[config.mk]
export PLATFORM = sky130hd
export DESIGN_NAME = dwarf_abbrev_table_parser_unit_flat
export DESIGN_NICKNAME = d
export VERILOG_FILES = /design/src/hdl/dwarf_abp_pkg.sv /design/src/hdl/dwarf_abp_if.sv /design/src/hdl/dwarf_abp_core.sv /design/src/hdl/dwarf_abbrev_table_parser_unit.sv /design/src/flat_wrapper.sv
export SDC_FILE = /design/constraint.sdc
export NUM_CORES = 1
export LEC_CHECK = 0
export ABC_AREA = 0
export BUFFER_PORTS_ARGS = -buffer_cell sky130_fd_sc_hd__buf_2
export CORE_MARGIN = 1
export CORE_UTILIZATION = 41
export CTS_BUF_LIST = sky130_fd_sc_hd__clkbuf_4 sky130_fd_sc_hd__clkbuf_8
export CTS_CLUSTER_SIZE = 14
export DETAILED_ROUTE_END_ITERATION = 10
export GPL_TIMING_DRIVEN = 0
export SKIP_LAST_GASP = 1
export SLEW_MARGIN = 20
export SYNTH_ARGS = -nofsm -noshare
export SYNTH_HDL_FRONTEND = slang
export SYNTH_SLANG_ARGS = --single-unit
[constraint.sdc]
create_clock -name i_clk -period 10.93 [get_ports i_clk]
set_clock_uncertainty 0.1 [all_clocks]
set_input_delay 0.5465 -clock i_clk [delete_from_list [all_inputs] [get_ports i_clk]]
set_output_delay 0.5465 -clock i_clk [all_outputs]
set_load 0.1 [all_outputs]
[src/hdl/dwarf_abp_pkg.sv]
// Shared types and constants for the DWARF abbreviation table parser.
package dwarf_abp_pkg;

    // Record kinds carried on the result channel.
    localparam logic [1:0] KIND_PAIR      = 2'd0;
    localparam logic [1:0] KIND_ENTRY_END = 2'd1;
    localparam logic [1:0] KIND_TABLE_END = 2'd2;
    localparam logic [1:0] KIND_ERROR     = 2'd3;

    // Tag value of a compile-unit entry.
    localparam logic [31:0] TAG_COMPILE_UNIT = 32'h0000_0011;

    // Longest LEB128 value in bytes, and the index of its last byte, which may not continue.
    localparam int unsigned LEB_MAX_BYTES = 5;
    localparam logic [2:0]  LEB_LAST_IDX  = 3'(LEB_MAX_BYTES - 1);

    // One result record.
    typedef struct packed {
        logic [1:0]  record_kind;
        logic [31:0] abbrev_code;
        logic [31:0] attribute_code;
        logic [31:0] form_code;
    } t_record;

endpackage

[src/hdl/dwarf_abp_if.sv]
// Channel interfaces: section byte stream in, decoded records out.
interface dwarf_abp_byte_if;
    logic       valid;
    logic       ready;
    logic [7:0] section_byte;
    logic       section_last;

    modport source (output valid, output section_byte, output section_last, input ready);
    modport sink   (input valid, input section_byte, input section_last, output ready);
endinterface

interface dwarf_abp_rec_if;
    logic        valid;
    logic        ready;
    logic [1:0]  record_kind;
    logic [31:0] abbrev_code;
    logic [31:0] attribute_code;
    logic [31:0] form_code;

    modport source (output valid, output record_kind, output abbrev_code,
                    output attribute_code, output form_code, input ready);
    modport sink   (input valid, input record_kind, input abbrev_code,
                    input attribute_code, input form_code, output ready);
endinterface

[src/hdl/dwarf_abp_core.sv]
// Byte-at-a-time parser state: LEB128 decoding and entry phase tracking.
module dwarf_abp_core (
    input  logic                   i_clk,
    input  logic                   i_rst_n,
    input  logic                   i_accept,
    input  logic [7:0]             i_byte,
    input  logic                   i_last,
    output logic                   o_emit,
    output dwarf_abp_pkg::t_record o_record
);

    typedef enum logic [2:0] {
        PH_CODE  = 3'd0,
        PH_TAG   = 3'd1,
        PH_HASCH = 3'd2,
        PH_ATTR  = 3'd3,
        PH_FORM  = 3'd4
    } t_phase;

    t_phase      r_phase,   n_phase;
    logic [31:0] r_acc,     n_acc;
    logic [2:0]  r_cnt,     n_cnt;
    logic [31:0] r_code,    n_code;
    logic [31:0] r_held,    n_held;
    logic        r_cu,      n_cu;
    logic        r_stopped, n_stopped;

    logic [4:0]  shift_amt;
    logic [31:0] acc_merged;
    logic        do_quit;

    // Merge the payload bits of this byte at the current group position.
    assign shift_amt  = 5'(r_cnt) * 5'd7;
    assign acc_merged = r_acc | ({25'd0, i_byte[6:0]} << shift_amt);

    // Next-state and record selection for one accepted byte.
    always_comb begin
        n_phase   = r_phase;
        n_acc     = r_acc;
        n_cnt     = r_cnt;
        n_code    = r_code;
        n_held    = r_held;
        n_cu      = r_cu;
        n_stopped = r_stopped;
        o_emit    = 1'b0;
        o_record  = '0;
        do_quit   = 1'b0;

        if (i_accept && !r_stopped) begin
            if (r_phase == PH_HASCH) begin
                if (i_last) begin
                    o_emit               = 1'b1;
                    o_record.record_kind = dwarf_abp_pkg::KIND_ERROR;
                    o_record.abbrev_code = r_code;
                    do_quit              = 1'b1;
                end else begin
                    n_phase = PH_ATTR;
                end
            end else if (i_byte[7]) begin
                // Continuation byte: overlong or cut off by the section end.
                if (r_cnt >= dwarf_abp_pkg::LEB_LAST_IDX || i_last) begin
                    o_emit               = 1'b1;
                    o_record.record_kind = dwarf_abp_pkg::KIND_ERROR;
                    o_record.abbrev_code = r_code;
                    do_quit              = 1'b1;
                end else begin
                    n_acc = acc_merged;
                    n_cnt = r_cnt + 3'd1;
                end
            end else begin
                // Value complete.
                n_acc = '0;
                n_cnt = '0;
                case (r_phase)
                    PH_TAG, PH_ATTR: begin
                        if (i_last) begin
                            o_emit               = 1'b1;
                            o_record.record_kind = dwarf_abp_pkg::KIND_ERROR;
                            o_record.abbrev_code = r_code;
                            do_quit              = 1'b1;
                        end else if (r_phase == PH_TAG) begin
                            n_cu    = (acc_merged == dwarf_abp_pkg::TAG_COMPILE_UNIT);
                            n_phase = PH_HASCH;
                        end else begin
                            n_held  = acc_merged;
                            n_phase = PH_FORM;
                        end
                    end
                    PH_FORM: begin
                        if (i_last) begin
                            o_emit               = 1'b1;
                            o_record.record_kind = dwarf_abp_pkg::KIND_ERROR;
                            o_record.abbrev_code = r_code;
                            do_quit              = 1'b1;
                        end else if (r_held == '0 && acc_merged == '0) begin
                            n_phase              = PH_CODE;
                            o_emit               = r_cu;
                            o_record.record_kind = dwarf_abp_pkg::KIND_ENTRY_END;
                            o_record.abbrev_code = r_code;
                        end else if (r_held == '0 || acc_merged == '0) begin
                            o_emit               = 1'b1;
                            o_record.record_kind = dwarf_abp_pkg::KIND_ERROR;
                            o_record.abbrev_code = r_code;
                            do_quit              = 1'b1;
                        end else begin
                            n_phase                 = PH_ATTR;
                            o_emit                  = r_cu;
                            o_record.record_kind    = dwarf_abp_pkg::KIND_PAIR;
                            o_record.abbrev_code    = r_code;
                            o_record.attribute_code = r_held;
                            o_record.form_code      = acc_merged;
                        end
                    end
                    default: begin
                        // Abbreviation code; unused phase codes land here too.
                        if (acc_merged == '0) begin
                            o_emit               = 1'b1;
                            o_record.record_kind = dwarf_abp_pkg::KIND_TABLE_END;
                            do_quit              = 1'b1;
                        end else if (i_last) begin
                            o_emit               = 1'b1;
                            o_record.record_kind = dwarf_abp_pkg::KIND_ERROR;
                            o_record.abbrev_code = r_code;
                            do_quit              = 1'b1;
                        end else begin
                            n_code  = acc_merged;
                            n_phase = PH_TAG;
                        end
                    end
                endcase
            end
            if (do_quit) begin
                n_stopped = 1'b1;
            end
        end

        // The final byte of the section always returns the parser to reset.
        if (i_accept && i_last) begin
            n_phase   = PH_CODE;
            n_acc     = '0;
            n_cnt     = '0;
            n_code    = '0;
            n_held    = '0;
            n_cu      = 1'b0;
            n_stopped = 1'b0;
        end
    end

    // Parser state registers.
    always_ff @(posedge i_clk) begin
        if (!i_rst_n) begin
            r_phase   <= PH_CODE;
            r_acc     <= '0;
            r_cnt     <= '0;
            r_code    <= '0;
            r_held    <= '0;
            r_cu      <= 1'b0;
            r_stopped <= 1'b0;
        end else begin
            r_phase   <= n_phase;
            r_acc     <= n_acc;
            r_cnt     <= n_cnt;
            r_code    <= n_code;
            r_held    <= n_held;
            r_cu      <= n_cu;
            r_stopped <= n_stopped;
        end
    end

    // A stopped parser stays silent until the section ends.
    a_silent_when_stopped: assert property (@(posedge i_clk) disable iff (!i_rst_n)
        r_stopped |-> !o_emit)
        else $error("record emitted while parser is stopped");

    // The byte counter never passes the last allowed LEB128 byte.
    a_cnt_bounded: assert property (@(posedge i_clk) disable iff (!i_rst_n)
        r_cnt <= dwarf_abp_pkg::LEB_LAST_IDX)
        else $error("LEB128 byte count out of range");

    // The section's final byte leaves the parser expecting a fresh code.
    a_last_clears: assert property (@(posedge i_clk) disable iff (!i_rst_n)
        (i_accept && i_last) |=> (r_phase == PH_CODE && !r_stopped && r_cnt == '0))
        else $error("parser not back at reset after final section byte");

    // Pending LEB128 bits only exist while a value is being read.
    a_acc_idle: assert property (@(posedge i_clk) disable iff (!i_rst_n)
        (r_cnt == '0) |-> (r_acc == '0))
        else $error("stale LEB128 accumulator");

endmodule

[src/hdl/dwarf_abbrev_table_parser_unit.sv]
// Top level of the DWARF abbreviation table parser with its output buffer.
//
//   channel     dir  payload                                          beat
//   i_section   in   section_byte[7:0], section_last                  one section byte
//   o_record    out  record_kind[1:0], abbrev_code, attribute_code,   one record
//                    form_code (32 bits each)
//
// One byte is taken per cycle while i_section.ready is high; its record, if any, goes to
// the output register, or to the skid register while that one holds a record. The per-byte
// work is a single 7-bit shift and OR into the LEB128 accumulator plus the phase update.
// A skid register behind the output register lets one more byte in while a record
// waits; the input stalls only when both hold a record.
// Reset (i_rst_n low, synchronous) clears the parser and empties both registers.
module dwarf_abbrev_table_parser_unit (
    input  logic                    i_clk,
    input  logic                    i_rst_n,
    dwarf_abp_byte_if.sink          i_section,
    dwarf_abp_rec_if.source         o_record
);

    logic                   accept;
    logic                   core_emit;
    dwarf_abp_pkg::t_record core_record;
    logic                   produce;

    logic                   r_out_valid;
    dwarf_abp_pkg::t_record r_out;
    logic                   r_skid_valid;
    dwarf_abp_pkg::t_record r_skid;

    assign i_section.ready = !r_skid_valid;
    assign accept          = i_section.valid && i_section.ready;
    assign produce         = accept && core_emit;

    dwarf_abp_core u_core (
        .i_clk    (i_clk),
        .i_rst_n  (i_rst_n),
        .i_accept (accept),
        .i_byte   (i_section.section_byte),
        .i_last   (i_section.section_last),
        .o_emit   (core_emit),
        .o_record (core_record)
    );

    // Output register with a one-entry skid buffer.
    always_ff @(posedge i_clk) begin
        if (!i_rst_n) begin
            r_out_valid  <= 1'b0;
            r_skid_valid <= 1'b0;
        end else if (!r_out_valid || o_record.ready) begin
            if (r_skid_valid) begin
                r_out_valid  <= 1'b1;
                r_skid_valid <= 1'b0;
            end else begin
                r_out_valid  <= produce;
            end
        end else if (produce) begin
            r_skid_valid <= 1'b1;
        end
    end

    // Payload of the two buffer stages.
    always_ff @(posedge i_clk) begin
        if (!r_out_valid || o_record.ready) begin
            r_out <= r_skid_valid ? r_skid : core_record;
        end else if (produce) begin
            r_skid <= core_record;
        end
    end

    assign o_record.valid          = r_out_valid;
    assign o_record.record_kind    = r_out.record_kind;
    assign o_record.abbrev_code    = r_out.abbrev_code;
    assign o_record.attribute_code = r_out.attribute_code;
    assign o_record.form_code      = r_out.form_code;

    // The skid stage only fills behind a held output record.
    a_skid_behind_out: assert property (@(posedge i_clk) disable iff (!i_rst_n)
        r_skid_valid |-> r_out_valid)
        else $error("skid buffer holds a record ahead of the output register");

    // A record produced under a stall is never dropped.
    a_stall_keeps: assert property (@(posedge i_clk) disable iff (!i_rst_n)
        (produce && r_out_valid && !o_record.ready) |=> r_skid_valid)
        else $error("record lost while output stalled");

    // A buffered record moves into the output register once it drains.
    a_skid_drains: assert property (@(posedge i_clk) disable iff (!i_rst_n)
        (r_skid_valid && o_record.ready) |=> (r_out_valid && !r_skid_valid))
        else $error("skid buffer did not drain");

endmodule

[src/flat_wrapper.sv]
// flat-port wrapper written by rule: the top's interface ports become plain ports
module dwarf_abbrev_table_parser_unit_flat 
  (i_clk, i_rst_n, i_section_valid, i_section_section_byte, i_section_section_last, i_section_ready, o_record_valid, o_record_record_kind, o_record_abbrev_code, o_record_attribute_code, o_record_form_code, o_record_ready);
  dwarf_abp_byte_if i_section_i ();
  dwarf_abp_rec_if o_record_i ();
  input  logic i_clk;
  input  logic i_rst_n;
  input wire logic [$bits(i_section_i.valid)-1:0] i_section_valid;
  input wire logic [$bits(i_section_i.section_byte)-1:0] i_section_section_byte;
  input wire logic [$bits(i_section_i.section_last)-1:0] i_section_section_last;
  output wire logic [$bits(i_section_i.ready)-1:0] i_section_ready;
  output wire logic [$bits(o_record_i.valid)-1:0] o_record_valid;
  output wire logic [$bits(o_record_i.record_kind)-1:0] o_record_record_kind;
  output wire logic [$bits(o_record_i.abbrev_code)-1:0] o_record_abbrev_code;
  output wire logic [$bits(o_record_i.attribute_code)-1:0] o_record_attribute_code;
  output wire logic [$bits(o_record_i.form_code)-1:0] o_record_form_code;
  input wire logic [$bits(o_record_i.ready)-1:0] o_record_ready;
  assign i_section_i.valid = i_section_valid;
  assign i_section_i.section_byte = i_section_section_byte;
  assign i_section_i.section_last = i_section_section_last;
  assign i_section_ready = i_section_i.ready;
  assign o_record_valid = o_record_i.valid;
  assign o_record_record_kind = o_record_i.record_kind;
  assign o_record_abbrev_code = o_record_i.abbrev_code;
  assign o_record_attribute_code = o_record_i.attribute_code;
  assign o_record_form_code = o_record_i.form_code;
  assign o_record_i.ready = o_record_ready;
  dwarf_abbrev_table_parser_unit u_core (.i_clk(i_clk), .i_rst_n(i_rst_n), .i_section(i_section_i), .o_record(o_record_i));
endmodule
# [Word-level counts from Yosys, hierarchy flattened]
# Index checks and enable logic that the tools add are counted.
# Widths: inputs -> output; s select.
[op_classes] add_sub_neg=1 mul=1 n_lt_le_gt_ge=1 eq_ne=13 shifts=1 muxes=51 n_bitwise=9 n_reduce_logical=24
[op_table] cell="$mux 64" n=6
[op_table] cell="$mux 34" n=7
[op_table] cell="$mux 98" n=2
[op_table] cell="$mux 32" n=3
[op_table] cell="$pmux 34 s2" n=1
[op_table] cell="$logic_not 32->1" n=2
[op_table] cell="$mux 3" n=12
[op_table] cell="$eq 32x5->1 const B" n=1
[op_table] cell="$or 32x32->32" n=1
[op_table] cell="$shl 7x5->32" n=1
[op_table] cell="$reduce_and 6->1" n=3
[op_table] cell="$mux 1" n=16
[op_table] cell="$ne 2x2->1 const B" n=4
[op_table] cell="$not 1->1" n=8
[op_table] cell="$reduce_and 8->1" n=1
[op_table] cell="$eq 3x2->1 const B" n=2
[op_table] cell="$pmux 3 s2" n=1
[op_table] cell="$reduce_or 2->1" n=3
[op_table] cell="$logic_and 1x1->1" n=5
[op_table] cell="$mul 3x3->5 const B" n=1
[op_table] cell="$ne 2x1->1 const B" n=2
[op_table] cell="$ne 4x2->1 const B" n=1
[op_table] cell="$ne 4x4->1 const B" n=1
[op_table] cell="$pmux 1 s2" n=2
[op_table] cell="10 further kinds" n=15
[word_totals] ff_bits=302 inputBits=13 word_cells=118

# [Longest topological paths before layout]
# Gate-level depths: netlist of run 1.
[depth] word_depth=14 ltp_mapped=21 mapped_depth_nobuf=20

# [Hierarchy]
# A second synthesis of run 1 with hierarchy kept.
[unflattened] hier_cells=1001 hier_area_um2=13262.7
[modules_own_cells] module="dwarf_abbrev_table_parser_unit" n_inst=1 cells_each=314 area_each_um2=7681.1 seq_area_each_um2=5925.7
[modules_own_cells] module="dwarf_abp_core" n_inst=1 cells_each=687 area_each_um2=5581.6 seq_area_each_um2=2082.0

# [Least setup slack after synthesis of run 1]
# OpenSTA, ideal clock, no wires.
[synth_path] path_kind="register to register" from="reg u_core.u_core.r_cnt[0]" to="reg u_core.r_skid[0] in the netlist's numbering (enable)" setup_time_ns=0.704 t_arrival_ns=11.254 required_ns=10.126 path_slack_ns=-1.127 path_stages_with_launch=18 path_buffers=2 cell_sequence="dfxtp_1 -> fa_1 -> ha_1 -> inv_1 -> fa_1 -> clkbuf_1 -> clkbuf_1 -> o22ai_1 -> a21oi_1 -> nand4_1 -> or3_1 -> or2_4 -> ha_1 -> nor2_1 -> nor2_1 -> a21oi_1 -> o21ai_0 -> o32ai_1"
[synth_between] elab_chain_len=14 elab_cells_between_ends=19 cone_classes="1 x mul; 1 x order compare; 1 x shift; 9 x mux; 1 x bitwise; 6 x reduce/logical"
[synth_rtl] element="start: declaration" line="dwarf_abp_core.sv:22" source="logic [2:0] r_cnt, n_cnt;"
[synth_rtl] element="start signal: assignment" line="dwarf_abp_core.sv:162" source="r_cnt <= n_cnt;"
[synth_rtl] element="$mul 3x3->5" line="dwarf_abp_core.sv:33" source="assign shift_amt = 5'(r_cnt) * 5'd7;"
[synth_rtl] element="$shl 7x5->32" line="dwarf_abp_core.sv:34" source="assign acc_merged = r_acc | ({25'd0, i_byte[6:0]} << shift_amt);"
[synth_rtl] element="$or 32x32->32" line="dwarf_abp_core.sv:34"
[synth_rtl] element="$logic_not 32->1" line="dwarf_abp_core.sv:95, dwarf_abp_core.sv:100, dwarf_abp_core.sv:116"
[synth_rtl] element="$logic_or 1x1->1" line="dwarf_abp_core.sv:100" source="end else if (r_held == '0 || acc_merged == '0) begin"
[synth_rtl] element="$mux 1" line="dwarf_abp_core.sv:100"
[synth_rtl] element="$mux 1" line="dwarf_abp_core.sv:95" source="end else if (r_held == '0 && acc_merged == '0) begin"
[synth_rtl] element="$mux 1" line="dwarf_abp_core.sv:90" source="if (i_last) begin"
[synth_rtl] element="$pmux 1 s2" line="dwarf_abp_core.sv:74" source="case (r_phase)"
[synth_rtl] element="$mux 1 *" line="dwarf_abp_core.sv:59" source="end else if (i_byte[7]) begin"
[synth_rtl] element="$mux 1 *" line="dwarf_abp_core.sv:50" source="if (r_phase == PH_HASCH) begin"
[synth_rtl] element="$mux 1 *" line="dwarf_abp_core.sv:49" source="if (i_accept && !r_stopped) begin"
[synth_rtl] element="$logic_and 1x1->1 *" line="dwarf_abbrev_table_parser_unit.sv:33" source="assign produce = accept && core_emit;"
[synth_rtl] element="$reduce_and 2->1 (no source line) *"
[synth_rtl] element="end signal: assignment" line="dwarf_abbrev_table_parser_unit.sv:67" source="r_skid <= core_record;"
[synth_rtl] element="end: declaration" line="dwarf_abbrev_table_parser_unit.sv:29" source="dwarf_abp_pkg::t_record r_skid;"
# Mark *: on every way between the ends. The rest lies on a longest branch, timed or not.
# A chain may end at the register's enable or synchronous reset.

# [Worst setup path in the final report of run 1]
[layout_path] from="reg u_core.u_core.r_cnt[2]" to="reg u_core.r_skid[30] in the netlist's numbering (enable)"
# The elaborated chain is that of the path after synthesis.

==> results of run 1 <==
==> Yosys cell counts (3+ instances only) <==
library cell               instances
sky130_fd_sc_hd__nor4b_1           3
sky130_fd_sc_hd__dfxtp_1         106
sky130_fd_sc_hd__nand4_1           8
sky130_fd_sc_hd__ha_1              5
sky130_fd_sc_hd__a22oi_1           4
sky130_fd_sc_hd__buf_2            13
sky130_fd_sc_hd__nand2b_1          7
sky130_fd_sc_hd__nand3_1           9
sky130_fd_sc_hd__nor2_1          149
sky130_fd_sc_hd__mux2_2            4
sky130_fd_sc_hd__inv_1            13
sky130_fd_sc_hd__edfxtp_1        196
sky130_fd_sc_hd__a22o_1           33
sky130_fd_sc_hd__clkbuf_1         47
sky130_fd_sc_hd__buf_6             3
sky130_fd_sc_hd__nand3b_1          4
sky130_fd_sc_hd__a211oi_1         65
sky130_fd_sc_hd__o21ai_0          18
sky130_fd_sc_hd__nand2_1          26
sky130_fd_sc_hd__a31oi_1           6
sky130_fd_sc_hd__and2_1           69
sky130_fd_sc_hd__or2_2             4
sky130_fd_sc_hd__o31ai_1           3
sky130_fd_sc_hd__a21o_1           66
sky130_fd_sc_hd__o22ai_1           7
sky130_fd_sc_hd__nor3b_1           3
sky130_fd_sc_hd__o211ai_1          3
sky130_fd_sc_hd__nor3_1           30
sky130_fd_sc_hd__a21oi_1          42
sky130_fd_sc_hd__mux2i_1          12
sky130_fd_sc_hd__a311oi_1          3
sky130_fd_sc_hd__nor2b_1           5
sky130_fd_sc_hd__nor4_1           11
==> how the worst min path moves through the flow <==
stage | to | slack, ns | from
CTS | u_core.o_record.valid | 0.18 | i_rst_n
finish | u_core.o_record.valid | 0.20 | i_rst_n
global route | u_core.o_record.valid | 0.21 | i_rst_n
floorplan | u_core.u_core.r_acc[20] | 0.33 | u_core.u_core.r_acc[20]
detailed placement | u_core.u_core.r_acc[18] | 0.35 | u_core.u_core.r_acc[18]
global placement | u_core.u_core.r_acc[18] | 0.35 | u_core.u_core.r_acc[18]
==> state kept, by name, summed over array words and instances, names as in the netlist <==
name	flops
u_core.r_skid_valid	1
u_core.u_core.r_stopped	1
u_core.u_core.r_acc	32
u_core.u_core.r_phase	3
u_core.u_core.r_cnt	3
u_core.o_record.valid	1
u_core.r_skid	98
u_core.o_record.record_kind	2
u_core.o_record.abbrev_code	32
u_core.o_record.form_code	32
u_core.o_record.attribute_code	32
u_core.u_core.r_cu	1
u_core.u_core.r_code	32
u_core.u_core.r_held	32
==> critical path: cells and delay by family, from the launching register on <==
kind / cells / cell delay, ns
DFF: 1 / 0.42
and+or+nand+nor: 6 / 1.06
buffers and inverters: 5 / 0.92
adders and majority gates: 4 / 1.27
AOI/OAI and AO/OA: 6 / 2.34
==> final cells by class <==
type,count,area (µm²)
well taps,390,488
fillers,2701,14900
clock buffers,70,882
multi-input cells,639,4050
clock inverters,22,160
plain buffers,65,300
inverters,14,58.8
flip-flops and latches,302,8010
repair buffers,119,687
==> logic make-up (layout without fill, tap and decap cells) <==
family | Yosys count | in the layout | synth area share, %
buffers and inverters | 79 | 290 | 2.73
AO/OA/AOI/OAI | 271 | 271 | 15.9
XOR/XNOR | 2 | 2 | 0.142
AND/OR/NAND/NOR | 341 | 341 | 13.6
multiplexers | 18 | 18 | 1.71
adder cells (fa/ha/maj) | 7 | 7 | 0.833
flip-flops | 302 | 302 | 65.0
==> power by group through the flow <==
stage          Clock, mW  Sequential (mW)  Combinational (mW)
5_1_grt             1.09             1.25               0.292
3_5_place_dp           0             1.27               0.277
4_1_cts             1.04             1.25               0.278
3_3_place_gp           0             1.27               0.274
6_report            1.02             1.25               0.279
2_1_floorplan          0             1.40              0.0856
==> per-layer routing <==
metal  vias to the layer above  GRT usage [%]
li1                       4166              -
met1                      4252           28.1
met2                       287           33.6
met3                        67           3.55
met4                         0           7.10
met5                         -              0
==> stage by stage <==
stage               hold slack, ns  setup TNS (ns)  instances
floorplan                    0.332          -80.19       1020
global placement             0.345         -529.06       1521
detailed placement           0.346               0       1529
CTS                          0.182               0       1621
global route                 0.212               0       1621
finish                       0.200               0       1621
==> PnR_summary.wiki, run 1 <==
{| class="wikitable"
! Metric !! Value
|-
| Net Sw Power || slightly below 700 µW
|-
| Final cell area excluding filler cells || about 0.015 mm²
|-
| Pleak || roughly 6 nW
|-
| Worst Setup Path Type || reg -> reg
|-
| Clock latency at the later pin of the worst-skew pair || a little under 0.6 ns
|-
| 1st-iter DRT viols || between 700 and 800
|-
| CTS HTree Levels || 2
|-
| Initial Util || a little over two fifths
|-
| Synth warnings || 0
|-
| Sum of met3 wire segment lengths after detailed routing || roughly 1800 µm
|-
| Period utilization || about three fifths
|-
| Total detailed-routing wirelength || approximately 32000 µm
|-
| Max Root-Sink Buffers || 3
|-
| Wire length of the first global-routing pass || 48700 µm
|-
| Smallest setup slack after layout || about 4.5 ns
|-
| Vertical die dimension || around 180 µm
|-
| Capturing element type of the critical path || flop
|-
| Total nets after synthesis || ~1000
|-
| Global route overflow || 0
|-
| Highest ir drop seen on vdd || around 0.000087 V
|-
| Routed met2 length || about 15000 µm
|-
| Synthesized area || around 0.012 mm²
|-
| # clock sinks || about 300
|-
| Vias || between 8000 and 9000
|-
| Routability congestion estimate || 0.892
|-
| Yosys top cell area share || a little under half
|-
| Top flip-flop cell by instance count after synthesis || sky130_fd_sc_hd__edfxtp_1
|-
| Area after DPL || around 0.014 mm²
|-
| Worst hold path cell count || 3
|-
| Met1 routed wirelength after detailed routing || between 10000 and 15000 µm
|-
| NumNets Final || around 1200
|-
| Tightest Pin Transition || between 1 and 1.5 ns
|-
| Async set-reset flop share out of synthesis || 0%
|-
| Post-DR vias/cell || 5.41
|-
| Buffers on Ports || 111
|-
| Synth-to-Final Area Change || 18.9%
|-
| Peak fanout along the critical path || 15
|-
| Number of setup violations in the final report || 0
|-
| Remaining antenna violation count after routing || 0
|-
| Top sig layer || met4
|-
| Core Box Area || around 0.030 mm²
|-
| Data arrival at the endpoint of the critical path || roughly 6.6 ns
|-
| Vias in the first global route || between 8000 and 9000
|-
| Clock-pin slew on the worst setup and hold paths || about 0.070 ns
|-
| Post-CTS Repair Setup Buffers || 0
|-
| Clock tree from TritonCTS || built
|-
| Count of TritonRoute iterations in the first routing pass || 5
|-
| Period minus WS final || 6.40 ns
|-
| Switching share of power || a little over a quarter
|-
| Startpoint of the most critical setup path || u_core.u_core.r_cnt[2]
|-
| Inserted Clock Buffers || 49
|-
| Depth of the worst register-to-register path || 21
|-
| Internal power consumption || 1.85 mW
|-
| Number of violations of the max-capacitance limit || 0
|-
| Pwr/cell area || 174 mW/mm²
|-
| Number of synthesized register bits || between 300 and 400
|-
| Reg2Reg Setup Slack || 4.53 ns
|-
| Slowest CP cell || sky130_fd_sc_hd__a21oi_1
|-
| Diodes inserted || 0
|-
| Post_cts resized || 0
|-
| Die width || 175 µm
|-
| Synth area leader || sky130_fd_sc_hd__edfxtp_1
|-
| Pin count of the biggest net entering global routing || 73
|-
| Final HPWL from detailed placement || 22100 µm
|-
| Delay of the slowest cell on the worst path || between 0.7 and 0.8 ns
|-
| Highest-count cells in the layout ignoring fill and taps || sky130_fd_sc_hd__edfxtp_1 (196), sky130_fd_sc_hd__nor2_1 (149), sky130_fd_sc_hd__buf_2 (124)
|-
| Commonest non-fill, non-tap cell in the layout || sky130_fd_sc_hd__edfxtp_1
|-
| Slew HR || 18.4%
|-
| Capturing point of the worst reg2reg path || u_core.r_skid[30]
|-
| Die area || 0.0307 mm²
|-
| Post-synthesis cell type count || 64
|-
| Number of flops mapped to enable cells by yosys || a little under 200
|-
| Tot GR Track Use || around a fifth
|-
| Std cell rows || 63
|-
| Ratio of cells with drive above 1 in the final layout || 20.5%
|-
| Post-route DRC violation count || 0
|-
| CP Data Required Time || between 10 and 15 ns
|-
| Io pins || 113
|-
| Critical path startpoint category || flop
|-
| Root buffer cell || sky130_fd_sc_hd__clkbuf_8
|-
| Utilization of the core after routing || 49.5%
|-
| Capturing element of the worst setup path || u_core.r_skid[30]
|-
| Max Transition Viols Final || 0
|-
| Post-Synthesis Mean Instance Area || 12.1 µm²
|-
| RSZ-0062 raised after global routing || false
|-
| Upper clock frequency limit || around 0.16 GHz
|-
| DR WL/cell || around 20 µm
|-
| Worst-path cell chain || fa_1 > ha_2 > inv_1 > fa_2 > clkbuf_8 > nand3b_1 > o2bb2ai_1 > a311o_1 > a21oi_1 > and3_1 > nand4_1 > or2_4 > ha_4 > nor2_1 > nor2_1 > a21oi_1 > o21ai_1 > o32ai_4 > buf_6 > buf_8 > buf_16
|-
| Initial antenna violation count || 1
|-
| Worst R2R Start || u_core.u_core.r_cnt[2]
|-
| Cells taking the most area after synthesis || sky130_fd_sc_hd__edfxtp_1 (48%), sky130_fd_sc_hd__dfxtp_1 (17%), sky130_fd_sc_hd__nor2_1 (4.5%), sky130_fd_sc_hd__a21o_1 (4.0%), sky130_fd_sc_hd__a211oi_1 (4.0%)
|-
| Seq/Total Area, Yosys || between 60% and 70%
|-
| Cells after Synth || ~1000
|-
| Minimum setup slack after placement || 4.58 ns
|-
| Share of total power in combinational logic || roughly 11%
|-
| Fin. Hold Viols || 0
|-
| Hold buffers post-CTS || 0
|-
| Classification of the worst-slack hold path || in -> reg
|-
| Reg power frac || about half
|-
| Outcome || complete, no violations
|-
| Total power || between 2 and 3 mW
|-
| Clock share of power || about two fifths
|}
Power figures use the tool's default switching activity.
==> run 2, diff against run 1 <==
clock period = 6.2 ns   (was 10.93 ns; I/O delays follow)
==> PnR_summary.wiki, run 2 (synthesis gave the netlist of run 1 again) <==
{| class="wikitable"
! Metric !! Value
|-
| Vias || 8757 (-0.17%)
|-
| Final-layout setup total negative slack || 0 ns (unchanged)
|-
| Pwr/cell area || 305 mW/mm² (+76%)
|-
| Count of TritonRoute iterations in the first routing pass || 6 (+1)
|-
| Ratio of cells with drive above 1 in the final layout || 20.7% (+0.27 points)
|-
| Pin count of the biggest net entering global routing || 73 (unchanged)
|-
| CTS HTree Levels || 2 (unchanged)
|-
| Tot GR Track Use || 20.8% (+0.095 points)
|-
| Initial antenna violation count || 1 (unchanged)
|-
| Max Transition Viols Final || 0 (unchanged)
|-
| Highest ir drop seen on vdd || 0.000153 V (+76%)
|-
| Std cell rows || 63 (unchanged)
|-
| Clock tree from TritonCTS || built
|-
| Post-DR vias/cell || 5.39 (-0.36%)
|-
| Diodes inserted || 0 (unchanged)
|-
| Routability congestion estimate || 0.892 (unchanged)
|-
| Cell family with the largest share of critical-path delay || simple AND/OR/NAND/NOR gates
|-
| Wire length of the first global-routing pass || 48900 µm (+0.44%)
|-
| Root buffer cell || sky130_fd_sc_hd__clkbuf_8
|-
| Outcome || complete, no violations
|-
| Die area || 0.0307 mm² (unchanged)
|-
| Clock latency at the later pin of the worst-skew pair || 0.58 ns (about the same)
|-
| Total detailed-routing wirelength || 31700 µm (+0.20%)
|-
| Worst Setup Path Type || reg -> reg
|-
| Delay of the slowest cell on the worst path || 0.57 ns (-0.22 ns)
|-
| NumNets Final || 1213 (+0.25%)
|-
| Commonest non-fill, non-tap cell in the layout || sky130_fd_sc_hd__edfxtp_1
|-
| Global route overflow || 0 (unchanged)
|-
| Upper clock frequency limit || 0.172 GHz (+9.9%)
|-
| Pleak || 6.03 nW (+0.28%)
|-
| Worst R2R Start || u_core.u_core.r_cnt[0]
|-
| Post-route DRC violation count || 0 (unchanged)
|-
| # clock sinks || 302 (unchanged)
|-
| Remaining antenna violation count after routing || 0 (unchanged)
|-
| Io pins || 113 (unchanged)
|-
| DR WL/cell || 19.5 µm (about the same)
|-
| Fin. Hold Viols || 0 (unchanged)
|-
| Inserted Clock Buffers || 49 (unchanged)
|-
| Startpoint of the most critical setup path || u_core.u_core.r_cnt[0]
|-
| Vias in the first global route || 8455 (+0.40%)
|-
| Vertical die dimension || 175 µm (unchanged)
|-
| Number of setup violations in the final report || 0 (unchanged)
|-
| Data arrival at the endpoint of the critical path || 6.01 ns (-0.58 ns)
|-
| Most repeated library cell on the critical path || sky130_fd_sc_hd__nor2_1
|-
| Flip-flop count of the largest register after layout || 98 (unchanged)
|-
| Period utilization || 94.0% (+35 points)
|-
| Max Root-Sink Buffers || 3 (unchanged)
|-
| Launch point of the worst hold path || o_record_ready
|-
| Finished Layout Cells || 1624 (+0.19%)
|-
| Slowest CP cell || sky130_fd_sc_hd__nor2_1
|-
| Peak fanout along the critical path || 15 (unchanged)
|-
| Final HPWL from detailed placement || 22100 µm (unchanged)
|-
| Buffers on Ports || 111 (unchanged)
|-
| Slew HR || 18.8% (+0.36 points)
|-
| CP Data Required Time || 6.38 ns (-4.74 ns)
|-
| Tightest Pin Transition || 1.21 ns (-0.00539 ns)
|-
| Worst Hold Slack || 0.0251 ns (-0.175 ns)
|-
| Period minus WS final || 5.82 ns (-0.579 ns)
|-
| Synth-to-Final Area Change || 19.1%
|-
| Number of violations of the max-capacitance limit || 0 (unchanged)
|-
| Die width || 175 µm (unchanged)
|-
| Top reg by flops || u_core.r_skid
|-
| 1st-iter DRT viols || 677 (-3.8%)
|-
| Number of cells after detailed placement || 1529 (unchanged)
|-
| Highest-count cells in the layout ignoring fill and taps || sky130_fd_sc_hd__edfxtp_1 (196), sky130_fd_sc_hd__nor2_1 (149), sky130_fd_sc_hd__buf_2 (124)
|-
| RSZ-0062 raised after global routing || false
|-
| Clock-pin slew on the worst setup and hold paths || 0.06 ns (about the same)
|-
| Capturing element type of the critical path || flop
|-
| Buffering stage count on the worst path with inverters included || 6 (+1)
|-
| Initial Util || 41.7% (unchanged)
|-
| Classification of the worst-slack hold path || in -> reg
|-
| Critical path startpoint category || flop
|-
| Core Box Area || 0.0296 mm² (unchanged)
|-
| Worst-path cell chain || fa_1 > ha_2 > inv_1 > fa_2 > xnor2_2 > buf_6 > nor2_1 > a21oi_1 > and3_1 > nand4_1 > or2_4 > clkinv_2 > ha_1 > nor2_1 > nor2_1 > a21oi_1 > o21ai_1 > o32ai_4 > buf_6 > buf_8 > buf_16
|}
-- run 2: changes by cell type in the layout (fill, tap and decap cells not counted), sizes merged --
cell         previous run  this run
buf                   137       139
dlygate4sd3             0         1
-- run 2: area by class of cell --
type | instances | area (µm²)
inverter | 14 | 58.8
fill | 2695 | 14900
timing repair buffer | 122 | 712
sequential | 302 | 8010
buffer | 65 | 300
tap | 390 | 488
clock buffer | 70 | 882
clock inverter | 22 | 160
multi-input combinational | 639 | 4060
-- run 2: worst paths after layout --
path / end / slack (ns) / depth (start not counted)
worst max-delay path: u_core.r_skid[30] / 0.38 / 21
worst min-delay path: u_core.r_skid_valid / 0.03 / 4
worst max register to register: u_core.r_skid[30] / 0.38 / 21
worst min register to register: u_core.u_core.r_acc[20] / 0.36 / 2
-- run 2: power breakdown --
part | leakage [nW] | internal [mW] | total (mW) | switching, mW
clock network | 0.550 | 1.00 | 1.79 | 0.787
logic | 2.59 | 0.0890 | 0.492 | 0.403
registers | 2.89 | 2.18 | 2.20 | 0.0186
total | 6.03 | 3.27 | 4.48 | 1.21
-- run 2: layer usage --
layer / GRT usage (%) / up-vias / share of wire, %
li1: - / 4173 / -
met1: 28.2 / 4232 / 44
met2: 33.5 / 285 / 48
met3: 3.83 / 67 / 5.5
met4: 7.39 / 0 / 2.6
met5: 0 / - / 0
-- run 2: through the flow --
stage | power, mW | area (µm²) | setup slack, ns | utilization, %
final | 4.48 | 14700 | 0.375 | 49.6
after floorplan | 2.62 | 12400 | -5.55 | -
after global placement | 2.73 | 13400 | -10.14 | 45.5
after detailed placement | 2.73 | 13600 | -0.149 | 46.0
after CTS | 4.52 | 14700 | 0.386 | 49.6
after global routing | 4.63 | 14700 | 0.151 | 49.6
-- run 2: timing repair --
action	in CTS	in global routing
gates resized for setup	2	0
endpoints found under the hold margin	2	0
hold buffers	1	0
setup buffers	2	0
setup endpoints to repair	41	0
-- run 2: worst min-delay path, stage by stage --
cell and delay [ns]:
sky130_fd_sc_hd__buf_2 0.08, sky130_fd_sc_hd__nor2b_1 0.09, sky130_fd_sc_hd__o311ai_0 0.10, sky130_fd_sc_hd__a21oi_1 0.05
